==> config.mk <==
export PLATFORM = sky130hd
export DESIGN_NAME = integer_literal_lexer
export DESIGN_NICKNAME = d
export VERILOG_FILES = /design/src/rtl/ill_pkg.sv /design/src/rtl/ill_front.sv /design/src/rtl/ill_queue.sv /design/src/rtl/ill_back.sv /design/src/rtl/integer_literal_lexer.sv
export SDC_FILE = /design/constraint.sdc
export NUM_CORES = 1
export LEC_CHECK = 0
export ABC_AREA = 1
export BUFFER_PORTS_ARGS = -buffer_cell sky130_fd_sc_hd__buf_2
export CORE_ASPECT_RATIO = 0.8
export CORE_MARGIN = 3
export CORE_UTILIZATION = 39
export DETAILED_ROUTE_END_ITERATION = 6
export GPL_TIMING_DRIVEN = 0
export SETUP_SLACK_MARGIN = 0.5
export SLEW_MARGIN = 20
export SYNTH_ARGS = -nofsm -noshare
export SYNTH_HDL_FRONTEND = slang
export SYNTH_SLANG_ARGS = --single-unit
==> constraint.sdc <==
create_clock -name clk_i -period 14 [get_ports clk_i]
set_input_delay 2.1 -clock clk_i [delete_from_list [all_inputs] [get_ports clk_i]]
set_output_delay 2.1 -clock clk_i [all_outputs]
set_load 0.01 [all_outputs]
==> src/rtl/ill_pkg.sv <==
// Shared types and constants for the integer literal lexer.
// Used by the front classifier, the queue, the scanner back end and the top level.
package ill_pkg;

  localparam int DefaultValueWidth = 64;
  localparam int DefaultQueueDepth = 4;

  localparam logic [7:0] CharZero  = 8'h30;
  localparam logic [7:0] CharOne   = 8'h31;
  localparam logic [7:0] CharNine  = 8'h39;
  localparam logic [7:0] CharLowA  = 8'h61;
  localparam logic [7:0] CharLowF  = 8'h66;
  localparam logic [7:0] CharUpA   = 8'h41;
  localparam logic [7:0] CharUpF   = 8'h46;
  localparam logic [7:0] CharLowX  = 8'h78;
  localparam logic [7:0] CharLowB  = 8'h62;
  localparam logic [7:0] CharDot   = 8'h2E;

  localparam logic [15:0] LenMax = 16'hFFFF;

  // Character class as seen by the scanner.
  typedef struct packed {
    logic       start;
    logic       is_zero;
    logic       dec_ok;
    logic       hex_ok;
    logic       bin_ok;
    logic       is_x;
    logic       is_b;
    logic       is_dot;
    logic [3:0] digit;
  } class_t;

  typedef enum logic [6:0] {
    PhIdle     = 7'b0000001,
    PhZero     = 7'b0000010,
    PhDec      = 7'b0000100,
    PhHexFirst = 7'b0001000,
    PhHex      = 7'b0010000,
    PhBinFirst = 7'b0100000,
    PhBin      = 7'b1000000
  } phase_e;

  // Occupancy flags of the request queue.
  typedef struct packed {
    logic full;
    logic empty;
  } queue_status_t;

endpackage

==> src/rtl/ill_front.sv <==
// Front end of the integer literal lexer: input handshake and character classification.
// Depends on ill_pkg for the class type and character constants.
module ill_front (
  input  logic                   in_valid_i,
  output logic                   in_ready_o,
  input  logic [7:0]             ch_i,
  input  logic                   start_req_i,
  input  ill_pkg::queue_status_t q_status_i,
  output logic                   push_o,
  output ill_pkg::class_t        cls_o
);

  logic is_dec;
  logic is_lower_hex;
  logic is_upper_hex;

  assign in_ready_o = !q_status_i.full;
  assign push_o     = in_valid_i && !q_status_i.full;

  always_comb begin
    is_dec       = (ch_i >= ill_pkg::CharZero) && (ch_i <= ill_pkg::CharNine);
    is_lower_hex = (ch_i >= ill_pkg::CharLowA) && (ch_i <= ill_pkg::CharLowF);
    is_upper_hex = (ch_i >= ill_pkg::CharUpA) && (ch_i <= ill_pkg::CharUpF);

    cls_o.start   = start_req_i;
    cls_o.is_zero = (ch_i == ill_pkg::CharZero);
    cls_o.dec_ok  = is_dec;
    cls_o.hex_ok  = is_dec || is_lower_hex || is_upper_hex;
    cls_o.bin_ok  = (ch_i == ill_pkg::CharZero) || (ch_i == ill_pkg::CharOne);
    cls_o.is_x    = (ch_i == ill_pkg::CharLowX);
    cls_o.is_b    = (ch_i == ill_pkg::CharLowB);
    cls_o.is_dot  = (ch_i == ill_pkg::CharDot);
    // Letters a-f and A-F share their low nibble: 1..6 maps to 10..15.
    if (is_dec) begin
      cls_o.digit = ch_i[3:0];
    end else begin
      cls_o.digit = ch_i[3:0] + 4'd9;
    end
  end

endmodule

==> src/rtl/ill_queue.sv <==
// Small request queue between the lexer front end and the scanner back end.
// Depends on ill_pkg for the class and status types.
module ill_queue #(
  parameter int QUEUE_DEPTH = ill_pkg::DefaultQueueDepth
) (
  input  logic                   clk_i,
  input  logic                   rst_ni,
  input  logic                   push_i,
  input  ill_pkg::class_t        push_data_i,
  input  logic                   pop_i,
  output ill_pkg::class_t        pop_data_o,
  output ill_pkg::queue_status_t status_o
);

  localparam int PtrWidth = (QUEUE_DEPTH > 1) ? $clog2(QUEUE_DEPTH) : 1;
  localparam int CntWidth = $clog2(QUEUE_DEPTH + 1);
  localparam logic [PtrWidth-1:0] LastPtr = PtrWidth'(QUEUE_DEPTH - 1);
  localparam logic [CntWidth-1:0] FullCnt = CntWidth'(QUEUE_DEPTH);

  ill_pkg::class_t entries_q [QUEUE_DEPTH];
  logic [PtrWidth-1:0] wr_ptr_q, wr_ptr_d;
  logic [PtrWidth-1:0] rd_ptr_q, rd_ptr_d;
  logic [CntWidth-1:0] count_q, count_d;

  assign status_o.full  = (count_q == FullCnt);
  assign status_o.empty = (count_q == '0);
  assign pop_data_o     = entries_q[rd_ptr_q];

  always_comb begin
    wr_ptr_d = wr_ptr_q;
    rd_ptr_d = rd_ptr_q;
    count_d  = count_q;
    if (push_i) begin
      wr_ptr_d = (wr_ptr_q == LastPtr) ? '0 : wr_ptr_q + PtrWidth'(1);
    end
    if (pop_i) begin
      rd_ptr_d = (rd_ptr_q == LastPtr) ? '0 : rd_ptr_q + PtrWidth'(1);
    end
    if (push_i && !pop_i) begin
      count_d = count_q + CntWidth'(1);
    end else if (pop_i && !push_i) begin
      count_d = count_q - CntWidth'(1);
    end
  end

  always_ff @(posedge clk_i or negedge rst_ni) begin
    if (!rst_ni) begin
      wr_ptr_q <= '0;
      rd_ptr_q <= '0;
      count_q  <= '0;
    end else begin
      wr_ptr_q <= wr_ptr_d;
      rd_ptr_q <= rd_ptr_d;
      count_q  <= count_d;
    end
  end

  always_ff @(posedge clk_i) begin
    if (push_i) begin
      entries_q[wr_ptr_q] <= push_data_i;
    end
  end

endmodule

==> src/rtl/ill_back.sv <==
// Scanner back end: literal state machine, value accumulation and result register.
// Depends on ill_pkg for the class type, phase encoding and length limit.
module ill_back #(
  parameter int VALUE_WIDTH = ill_pkg::DefaultValueWidth
) (
  input  logic                   clk_i,
  input  logic                   rst_ni,
  input  ill_pkg::queue_status_t q_status_i,
  input  ill_pkg::class_t        cls_i,
  output logic                   pop_o,
  output logic                   out_valid_o,
  input  logic                   out_ready_i,
  output logic                   matched_o,
  output logic [VALUE_WIDTH-1:0] value_o,
  output logic [15:0]            token_length_o
);

  ill_pkg::phase_e phase_q, phase_d;
  logic [VALUE_WIDTH-1:0] acc_q, acc_d;
  logic [15:0]            cnt_q, cnt_d;
  logic                   out_valid_q, out_valid_d;
  logic                   matched_q;
  logic [VALUE_WIDTH-1:0] value_q;
  logic [15:0]            len_q;

  logic                   emit;
  logic                   emit_ok;
  logic [VALUE_WIDTH-1:0] digit_ext;
  logic [VALUE_WIDTH-1:0] acc_dec;
  logic [VALUE_WIDTH-1:0] acc_hex;
  logic [VALUE_WIDTH-1:0] acc_bin;
  logic [15:0]            cnt_sat;

  assign pop_o = !q_status_i.empty && (!out_valid_q || out_ready_i);

  always_comb begin
    digit_ext = {{(VALUE_WIDTH-4){1'b0}}, cls_i.digit};
    acc_dec   = (acc_q << 3) + (acc_q << 1) + digit_ext;
    acc_hex   = (acc_q << 4) | digit_ext;
    acc_bin   = (acc_q << 1) | {{(VALUE_WIDTH-1){1'b0}}, cls_i.digit[0]};
    cnt_sat   = (cnt_q == ill_pkg::LenMax) ? cnt_q : cnt_q + 16'd1;
  end

  always_comb begin
    phase_d = phase_q;
    acc_d   = acc_q;
    cnt_d   = cnt_q;
    emit    = 1'b0;
    emit_ok = 1'b0;
    if (cls_i.start) begin
      // A new token discards whatever was in progress.
      acc_d = '0;
      cnt_d = '0;
      if (cls_i.is_zero) begin
        cnt_d   = 16'd1;
        phase_d = ill_pkg::PhZero;
      end else if (cls_i.dec_ok) begin
        acc_d   = digit_ext;
        cnt_d   = 16'd1;
        phase_d = ill_pkg::PhDec;
      end else begin
        emit    = 1'b1;
        phase_d = ill_pkg::PhIdle;
      end
    end else begin
      unique case (phase_q)
        ill_pkg::PhIdle: begin
          phase_d = ill_pkg::PhIdle;
        end
        ill_pkg::PhZero: begin
          if (cls_i.is_x) begin
            cnt_d   = cnt_q + 16'd1;
            phase_d = ill_pkg::PhHexFirst;
          end else if (cls_i.is_b) begin
            cnt_d   = cnt_q + 16'd1;
            phase_d = ill_pkg::PhBinFirst;
          end else if (cls_i.dec_ok) begin
            acc_d   = acc_dec;
            cnt_d   = cnt_sat;
            phase_d = ill_pkg::PhDec;
          end else begin
            emit    = 1'b1;
            emit_ok = 1'b1;
          end
        end
        ill_pkg::PhDec: begin
          if (cls_i.dec_ok) begin
            acc_d = acc_dec;
            cnt_d = cnt_sat;
          end else begin
            emit    = 1'b1;
            emit_ok = !cls_i.is_dot;
          end
        end
        ill_pkg::PhHexFirst, ill_pkg::PhHex: begin
          if (cls_i.hex_ok) begin
            acc_d   = acc_hex;
            cnt_d   = cnt_sat;
            phase_d = ill_pkg::PhHex;
          end else begin
            emit    = 1'b1;
            emit_ok = (phase_q == ill_pkg::PhHex);
          end
        end
        ill_pkg::PhBinFirst, ill_pkg::PhBin: begin
          if (cls_i.bin_ok) begin
            acc_d   = acc_bin;
            cnt_d   = cnt_sat;
            phase_d = ill_pkg::PhBin;
          end else begin
            emit    = 1'b1;
            emit_ok = (phase_q == ill_pkg::PhBin);
          end
        end
        default: begin
          phase_d = ill_pkg::PhIdle;
        end
      endcase
      if (emit) begin
        phase_d = ill_pkg::PhIdle;
        acc_d   = '0;
        cnt_d   = '0;
      end
    end
  end

  always_comb begin
    out_valid_d = out_valid_q;
    if (pop_o && emit) begin
      out_valid_d = 1'b1;
    end else if (out_ready_i) begin
      out_valid_d = 1'b0;
    end
  end

  always_ff @(posedge clk_i or negedge rst_ni) begin
    if (!rst_ni) begin
      phase_q     <= ill_pkg::PhIdle;
      acc_q       <= '0;
      cnt_q       <= '0;
      out_valid_q <= 1'b0;
    end else begin
      out_valid_q <= out_valid_d;
      if (pop_o) begin
        phase_q <= phase_d;
        acc_q   <= acc_d;
        cnt_q   <= cnt_d;
      end
    end
  end

  always_ff @(posedge clk_i) begin
    if (pop_o && emit) begin
      matched_q <= emit_ok;
      value_q   <= emit_ok ? acc_q : '0;
      len_q     <= emit_ok ? cnt_q : '0;
    end
  end

  assign out_valid_o    = out_valid_q;
  assign matched_o      = matched_q;
  assign value_o        = value_q;
  assign token_length_o = len_q;

endmodule

==> src/rtl/integer_literal_lexer.sv <==
// Integer literal lexer top level: front classifier, request queue and scanner back end.
// Depends on ill_pkg, ill_front, ill_queue and ill_back.

// The lexer takes one character per cycle while the queue has room and recognizes decimal,
// 0x hexadecimal and 0b binary integer literals; each finished token gives one result with a
// match flag, the value modulo 2^VALUE_WIDTH and the saturating length. A start request on
// a character that is not a decimal digit gives a rejected result, and a character that
// neither starts nor extends a token gives none. A character is classified and written into
// the queue when it is accepted; the scanner pops it into its state registers, and a
// terminating character writes its result to the output register when popped. The rate is
// set by the scanner's single shift-add accumulation per character; the queue of QUEUE_DEPTH
// requests and the output register let input and output stall independently.
module integer_literal_lexer #(
  parameter int VALUE_WIDTH = ill_pkg::DefaultValueWidth,
  parameter int QUEUE_DEPTH = ill_pkg::DefaultQueueDepth
) (
  input  logic                   clk_i,
  input  logic                   rst_ni,
  input  logic                   in_valid_i,
  output logic                   in_ready_o,
  input  logic [7:0]             ch_i,
  input  logic                   start_req_i,
  output logic                   out_valid_o,
  input  logic                   out_ready_i,
  output logic                   matched_o,
  output logic [VALUE_WIDTH-1:0] value_o,
  output logic [15:0]            token_length_o
);

  ill_pkg::queue_status_t q_status;
  ill_pkg::class_t        push_cls;
  ill_pkg::class_t        pop_cls;
  logic                   push;
  logic                   pop;

  ill_front u_front (
    .in_valid_i  (in_valid_i),
    .in_ready_o  (in_ready_o),
    .ch_i        (ch_i),
    .start_req_i (start_req_i),
    .q_status_i  (q_status),
    .push_o      (push),
    .cls_o       (push_cls)
  );

  ill_queue #(
    .QUEUE_DEPTH (QUEUE_DEPTH)
  ) u_queue (
    .clk_i       (clk_i),
    .rst_ni      (rst_ni),
    .push_i      (push),
    .push_data_i (push_cls),
    .pop_i       (pop),
    .pop_data_o  (pop_cls),
    .status_o    (q_status)
  );

  ill_back #(
    .VALUE_WIDTH (VALUE_WIDTH)
  ) u_back (
    .clk_i          (clk_i),
    .rst_ni         (rst_ni),
    .q_status_i     (q_status),
    .cls_i          (pop_cls),
    .pop_o          (pop),
    .out_valid_o    (out_valid_o),
    .out_ready_i    (out_ready_i),
    .matched_o      (matched_o),
    .value_o        (value_o),
    .token_length_o (token_length_o)
  );

`ifndef SYNTHESIS
  // A held result must block the scanner, or the next result would overwrite it.
  a_no_pop_while_stalled: assert property (@(posedge clk_i) disable iff (!rst_ni)
    (out_valid_o && !out_ready_i) |-> !pop)
    else $error("scanner consumed a request while the result register was held");

  a_no_pop_when_empty: assert property (@(posedge clk_i) disable iff (!rst_ni)
    pop |-> !q_status.empty)
    else $error("scanner consumed a request from an empty queue");

  a_reject_is_zero: assert property (@(posedge clk_i) disable iff (!rst_ni)
    (out_valid_o && !matched_o) |-> (value_o == '0 && token_length_o == 16'd0))
    else $error("rejected token carries a nonzero value or length");
`endif

endmodule
* After elaboration in Yosys (flattened, before gate mapping)
Memories as Yosys holds them, arrays and structs flattened. Cells that the tools add are included.
Storage, ports and cells: register bits after elaboration 176, memory bits (writable) 48, memories 1, bits of input ports 13, output and inout bits 83, word-level logic and storage cells 129
Memory list:
- u_queue.entries_q | words 4, bits a word 12, rd ports 1, clocked after Yosys merged registers in 0, wr ports 1, RTL line ill_queue.sv:20 | ill_pkg::class_t entries_q [QUEUE_DEPTH];
Operators by class: bitwise logic cells 2, multiplexer cells 54, $add $sub $neg 8, order comparisons 6, equality and inequality tests 21, reductions and logical operators 27
Operators by type and width (number):
- 2-to-1 mux 64 bit | 8
- one-hot mux 64 bit (4 select lines) | 1
- 2-to-1 mux 16 bit | 9
- adder 64 x 4 -> 64 bit | 1
- adder 64 bit | 1
- bitwise OR 64 x 1 -> 64 bit | 1
- bitwise OR 64 x 4 -> 64 bit | 1
- one-hot mux 16 bit (4 select lines) | 1
- 2-to-1 mux 7 bit | 8
- one-hot mux 7 bit (4 select lines) | 1
- equality test 8 x 6 -> 1 bit (second input constant) | 3
- 2-to-1 mux 1 bit | 17
- adder 16 x 1 -> 16 bit (second input constant) | 1
- equality test 16 bit (second input constant) | 1
- equality test 8 x 7 -> 1 bit (second input constant) | 2
- >= comparator 8 x 7 -> 1 bit (second input constant) | 2
- less-or-equal comparator 8 x 7 -> 1 bit (second input constant) | 2
- inequality test 4 x 3 -> 1 bit (second input constant) | 4
- 2-to-1 mux 3 bit | 3
- >= comparator 8 x 6 -> 1 bit (second input constant) | 1
- less-or-equal comparator 8 x 6 -> 1 bit (second input constant) | 1
- logical AND 1 bit | 8
- 2-to-1 mux 4 bit | 2
- one-hot mux 1 bit (4 select lines) | 2
- other kinds (24) | 37

* Depth between registers and ports, before layout
An unclocked memory read counts as a cell.
depth in word-level cells 9, gate-level depth with buffers 24, gate-level depth less buffers 21

* Cells and area by module
From an unflattened synthesis, not the netlist that was laid out.
Unflattened totals: cell total of the unflattened synthesis 2687, area total of the unflattened synthesis 18006.0 um^2
Modules (own cells, without submodules):
- ill_back | cells each 2431, times used 1, sequential area each 4635.7 um^2, area each 15263.4 um^2
- ill_queue | cells each 192, times used 1, sequential area each 1616.6 um^2, area each 2379.8 um^2
- ill_front | cells each 64, times used 1, sequential area each 0.0 um^2, area each 362.8 um^2

* Worst setup path after synthesis
No wires, ideal clock.
kind input -> register, start in out_ready_i, end reg u_back.matched_q (netlist: u_back.matched_o), enable pin, library setup time 0.521 ns, data required time 13.479 ns, data arrival time 6.062 ns, cell stages on the path 4, slack 7.417 ns, path through nor2_1 > a31oi_2 > inv_1 > nor2_1
On the way: word-level cells in the longest chain between the ends 3
RTL lines:
- start, declared | RTL line integer_literal_lexer.sv:24 | input logic out_ready_i,
- logical OR 1 bit | RTL line ill_back.sv:34 | assign pop_o = !q_status_i.empty && (!out_valid_q || out_ready_i);
- logical AND 1 bit | RTL line ill_back.sv:34
- logical AND 1 bit | RTL line ill_back.sv:153 | if (pop_o && emit) begin
- end signal, assigned | RTL line ill_back.sv:154 | matched_q <= emit_ok;
- end, declared | RTL line ill_back.sv:22 | logic matched_q;
No other way between the ends. A chain may end at the register's enable or synchronous reset.

* Worst setup path after layout
start reg u_queue.rd_ptr_q[0], end reg u_back.acc_q[46]
On the way: word-level cells in the longest chain between the ends 8, elaborated cells on any way between the ends 21, those cells by class add/sub (1); eq/ne (4); mux (13); reduce/logical (2); memory (1)
RTL lines:
- start, declared | RTL line ill_queue.sv:22 | logic [PtrWidth-1:0] rd_ptr_q, rd_ptr_d;
- start signal, assigned | RTL line ill_queue.sv:53 | rd_ptr_q <= rd_ptr_d;
- memory read (4 x 12 bit) *
- adder 64 x 4 -> 64 bit or 2-to-1 mux 1 bit (tied branches) | RTL line ill_back.sv:38, ill_back.sv:77, ill_back.sv:87
- 2-to-1 mux 64 bit or 2-to-1 mux 1 bit (tied branches) | RTL line ill_back.sv:77, ill_back.sv:87, ill_back.sv:74
- 2-to-1 mux 64 bit or 2-to-1 mux 1 bit (tied branches) | RTL line ill_back.sv:74, ill_back.sv:71
- 2-to-1 mux 64 bit or one-hot mux 1 bit (4 select lines) (tied branches) | RTL line ill_back.sv:71, ill_back.sv:66
- one-hot mux 64 bit (4 select lines) or 2-to-1 mux 1 bit (tied branches) | RTL line ill_back.sv:66, ill_back.sv:50
- 2-to-1 mux 64 bit, or another cell as far along | RTL line ill_back.sv:119 | if (emit) begin
- 2-to-1 mux 64 bit or AND reduction 6 bit (tied branches)
- end signal, assigned | RTL line ill_back.sv:139 | acc_q <= '0;
- end signal, assigned | RTL line ill_back.sv:146 | acc_q <= acc_d;
- end, declared | RTL line ill_back.sv:19 | logic [VALUE_WIDTH-1:0] acc_q, acc_d;
Every way passes the cells marked *; elsewhere a longest branch is shown, timed or not. The select of a mux whose other input is x is not followed.

==> metrics.log <==
[metrics] clk_skew: 0.0225 ns
[metrics] series of cell instances along the critical path: buf_6, inv_4, buf_4, clkbuf_1, nand2_1, a32oi_1, inv_1, fa_1, inv_1, fa_1, nand3_1, nand3_1, nand2_1, nand2_1, nand2_1, nand2_1, nand2_1, nand2_1, nand2_1, nand2_1, nand2_1, nand3_1, nand2_1, nand2_1
[metrics] commonest non-fill, non-tap cell in the layout: nand2_1
[metrics] share of the synthesized area in compound gates (AO/OA/AOI/OAI): 0.106
[metrics] post-route setup TNS: 0 ns
[metrics] pins over their slew limit: 0
[metrics] simple-gate area share of the yosys netlist: 0.322
[metrics] detail-routed via count per cell: approximately 5.2
[metrics] cts repair resizes: 0
[metrics] slowest CP cell: fa_1
[metrics] worst min-delay path startpoint: u_back.cnt_q[9]
[metrics] maximum number of pins on one net before global-route repair: 65
[metrics] initial antenna violation count: 0
[metrics] I/O Pins: between 90 and 100
[metrics] via count of the first global-routing pass: about 16000
[metrics] Total Routing Usage GR: 0.246
[metrics] clock edge transition at the registers on the reported setup and hold paths: approximately 0.070 ns
[metrics] relative slew slack: 0.346
[metrics] number of antenna cells inserted: 0
[metrics] maximum root-to-sink buffer count: 3
[metrics] detailed-route DRC error count: 0
[metrics] Final Wtd Congestion: 0.964
[metrics] Synth Area in XOR/XNOR: 0.0128
[metrics] element type at the critical path end: flop
[metrics] Least-Margin Pin Slew: approximately 1 ns
[metrics] die boundary height: between 150 and 200 µm
[metrics] average cell area after synthesis: 6.83 µm²
[metrics] Reg2Reg Setup Slack: about 9.3 ns
[metrics] combinational family with the most area after synthesis: simple AND/OR/NAND/NOR gates
[metrics] placed cells: roughly 3300
[metrics] final non-filler cell total: 3339
[metrics] worst setup path category: flop to flop
[metrics] terminating pin of the worst hold path: u_back.cnt_q[9]
[metrics] CTS root buf: clkbuf_16
[metrics] clock sink total: about 220
[metrics] count of flip-flops with a built-in enable after synthesis: ~130
[metrics] number of H-tree branching levels: 1
[metrics] number of distinct library cells after synthesis: 48
[metrics] Rows: slightly below 70
[metrics] Static Leak: between 9 and 10 nW
[metrics] routed wire length per instance: 18.0 µm
[metrics] global route total overflow: 0
[metrics] path category of the worst min-delay check: flop to flop
[metrics] Min-Delay Path Depth: 2
[metrics] die width: about 240 µm
[metrics] critical path's top delay family: simple AND/OR/NAND/NOR gates
[metrics] synthesized-area fraction occupied by adder cells: 0.0972
[metrics] commonest non-fill, non-tap cells in the layout: nand2_1 (807), inv_1 (414), nor2_1 (267), nand3_1 (229), ha_1 (133)
[metrics] endpoints failing hold: 0
[metrics] DP HPWL: between 40000 and 50000 µm
[metrics] min setup slack post-route: about 9.3 ns
[metrics] status: complete, no violations
[metrics] CTS Hold Buffers Added: 0
[metrics] total buffers and inverters traversed by the critical path: 6
[metrics] source-to-sink clock delay at the later pin of the worst-skew pair: 0.54 ns
[metrics] cell area after placement: 19100 µm²
[metrics] clock tree from TritonCTS: yes
[metrics] overall power of the completed layout: about 3.8 mW
[metrics] post-synth net total: between 2000 and 3000
[metrics] finished layout cell area: about 20000 µm²
[metrics] startpoint of the worst-slack reg-to-reg timing path: u_queue.rd_ptr_q[0]
[metrics] starting density of the core: 0.397
[metrics] Cell Pwr Density: 191 nW/µm²
[metrics] via count: 17500
[metrics] Final Setup Violations: 0
[metrics] global-route wire length before repair: just over 90000 µm
[metrics] worst reg2reg endpoint: u_back.acc_q[46]
[metrics] highest clock rate: roughly 0.21 GHz
[metrics] worst-case reg-to-reg path depth: 24
[metrics] area of the core region: 44600 µm²
[metrics] length of the first detailed-routing pass in iterations: 6
[metrics] register bit total from synthesis: approximately 220
[metrics] shortest clock period the worst path allows after layout: 4.71 ns
[metrics] cell seen most often among critical-path stages: nand2_1
[metrics] arrival time at the worst endpoint: 5.13 ns
[metrics] ys flop type: edfxtp_1
[metrics] Syn-to-layout area delta: 11.3%
[metrics] gate count of the mapped netlist: between 2000 and 3000
[metrics] area enclosed by the die boundary: between 40000 and 50000 µm²
[metrics] RSZ-0062 raised after global routing: no
[metrics] worst supply voltage drop on vdd: 0.107 mV
[metrics] number of buffers added for setup after CTS: 0
[metrics] violation count after the first detailed-route iteration: around 1800
[metrics] TritonCTS buffer count: 22
[metrics] final antenna-violating net count: 0
[metrics] Fin Hold WS: ~0.49 ns
[metrics] type of origin of the critical path: flop
[metrics] max-cap check violation count: 0
[metrics] fraction of final layout cells sized beyond drive strength 1: 0.0808
[metrics] delay of the slowest cell on the worst path: 0.54 ns
[metrics] worst-case setup slack after placement: a little over 9 ns
[metrics] proportion of synthesized area in mux cells: 0
[metrics] Filler cells: 4639
[metrics] total routed wirelength: 59900 µm
[metrics] final core occ: 0.442
[metrics] share of synthesized flip-flops with an asynchronous set or reset: 0.424
[metrics] yosys synthesis warning count: 0
[metrics] proportion of synthesized chip area in sequential cells: 0.352
[metrics] count of input and output buffers: between 90 and 100
[metrics] largest fanout on the critical path: 10
[metrics] area of the mapped netlist: 17700 µm²
[metrics] worst path required time: ~14 ns
[metrics] ratio of final minimum period to clock period: 0.336
[metrics] net count of the finished layout: 2869
==> cell usage after synthesis, types with 6 or more instances <==
library cell  count  share of area
nand3_1         229          0.065
nor3_1           27         0.0076
nand4_1          13         0.0046
dfrtp_1          94           0.13
o21ai_2           6         0.0030
xor2_1           17         0.0084
nand2_2          10         0.0035
inv_2             8         0.0017
o21ai_0         112          0.032
xnor2_1           9         0.0044
inv_1           414          0.088
edfxtp_1        129           0.22
nor2_1          272          0.058
ha_1            133          0.094
nand2_1         807           0.17
o22ai_1          37          0.013
o21ai_1          27         0.0076
clkbuf_1         27         0.0057
o21bai_1         10         0.0042
o211ai_1         22         0.0093
a21oi_1         110          0.031
buf_2            29         0.0082
==> how the worst max path moves through the flow <==
stage | startpoint | to | slack [ns] | cells past startpoint
after floorplan | out_ready_i | u_back.matched_o | 7.42 | 4
after global placement | out_ready_i | u_back.value_o[60] | 5.44 | 5
after detailed placement | u_queue.rd_ptr_q[0] | u_back.acc_q[46] | 9.35 | 24
after CTS | u_queue.rd_ptr_q[0] | u_back.acc_q[46] | 9.34 | 24
after global routing | u_queue.rd_ptr_q[0] | u_back.acc_q[48] | 8.96 | 22
final | u_queue.rd_ptr_q[0] | u_back.acc_q[46] | 9.29 | 24
==> power breakdown <==
part / switching [mW] / total [mW] / leakage [nW] / internal, mW
sequential: 0.144 / 1.08 / 2.48 / 0.933
clock: 0.266 / 0.558 / 0.312 / 0.293
combinational: 1.48 / 2.14 / 7.12 / 0.656
==> cells by family after synthesis <==
logic type,count (synthesis)
compound gates,335
fa+ha+maj,136
flops,224
xor+xnor,26
simple gates,1381
buf+inv,495
==> state kept, by name, indices dropped and copies added (netlist names) <==
signal / count
u_back.acc_q: 64
u_back.value_o: 64
u_queue.entries_q: 48
u_back.cnt_q: 16
u_back.token_length_o: 16
u_back.phase_q: 7
u_queue.count_q: 3
u_queue.rd_ptr_q: 2
u_queue.wr_ptr_q: 2
u_back.matched_o: 1
u_back.out_valid_o: 1
==> worst register-to-register path, stage by stage (launching register included) <==
cell and delay, ns:
dfrtp_1 0.40, buf_6 0.15, inv_4 0.09, buf_4 0.18, clkbuf_1 0.34, nand2_1 0.10, a32oi_1 0.38, inv_1 0.11
fa_1 0.49, inv_1 0.07, fa_1 0.54, nand3_1 0.13, nand3_1 0.21, nand2_1 0.12, nand2_1 0.13, nand2_1 0.09
nand2_1 0.09, nand2_1 0.13, nand2_1 0.25, nand2_1 0.16, nand2_1 0.06, nand2_1 0.05, nand3_1 0.17, nand2_1 0.13
nand2_1 0.05
==> area by class of cell <==
type / instances / area (µm²) / area share
buffer: 71 / 359 / 0.0182
clock inverter: 12 / 76.3 / 0.00387
tap: 603 / 754 / 0.0382
inverter: 424 / 1600 / 0.0809
sequential: 224 / 6250 / 0.317
clock buffer: 28 / 573 / 0.0290
multi-input combinational: 1878 / 9550 / 0.484
timing repair buffer: 99 / 577 / 0.0292
==> layer usage <==
layer,vias to the layer above,global-route usage,wire [µm]
li1,8590,-,-
met1,8039,0.368,28100
met2,723,0.366,25000
met3,105,0.0408,4960
met4,0,0.0656,1860
met5,-,0,0
(Power assumes the default switching activity.)
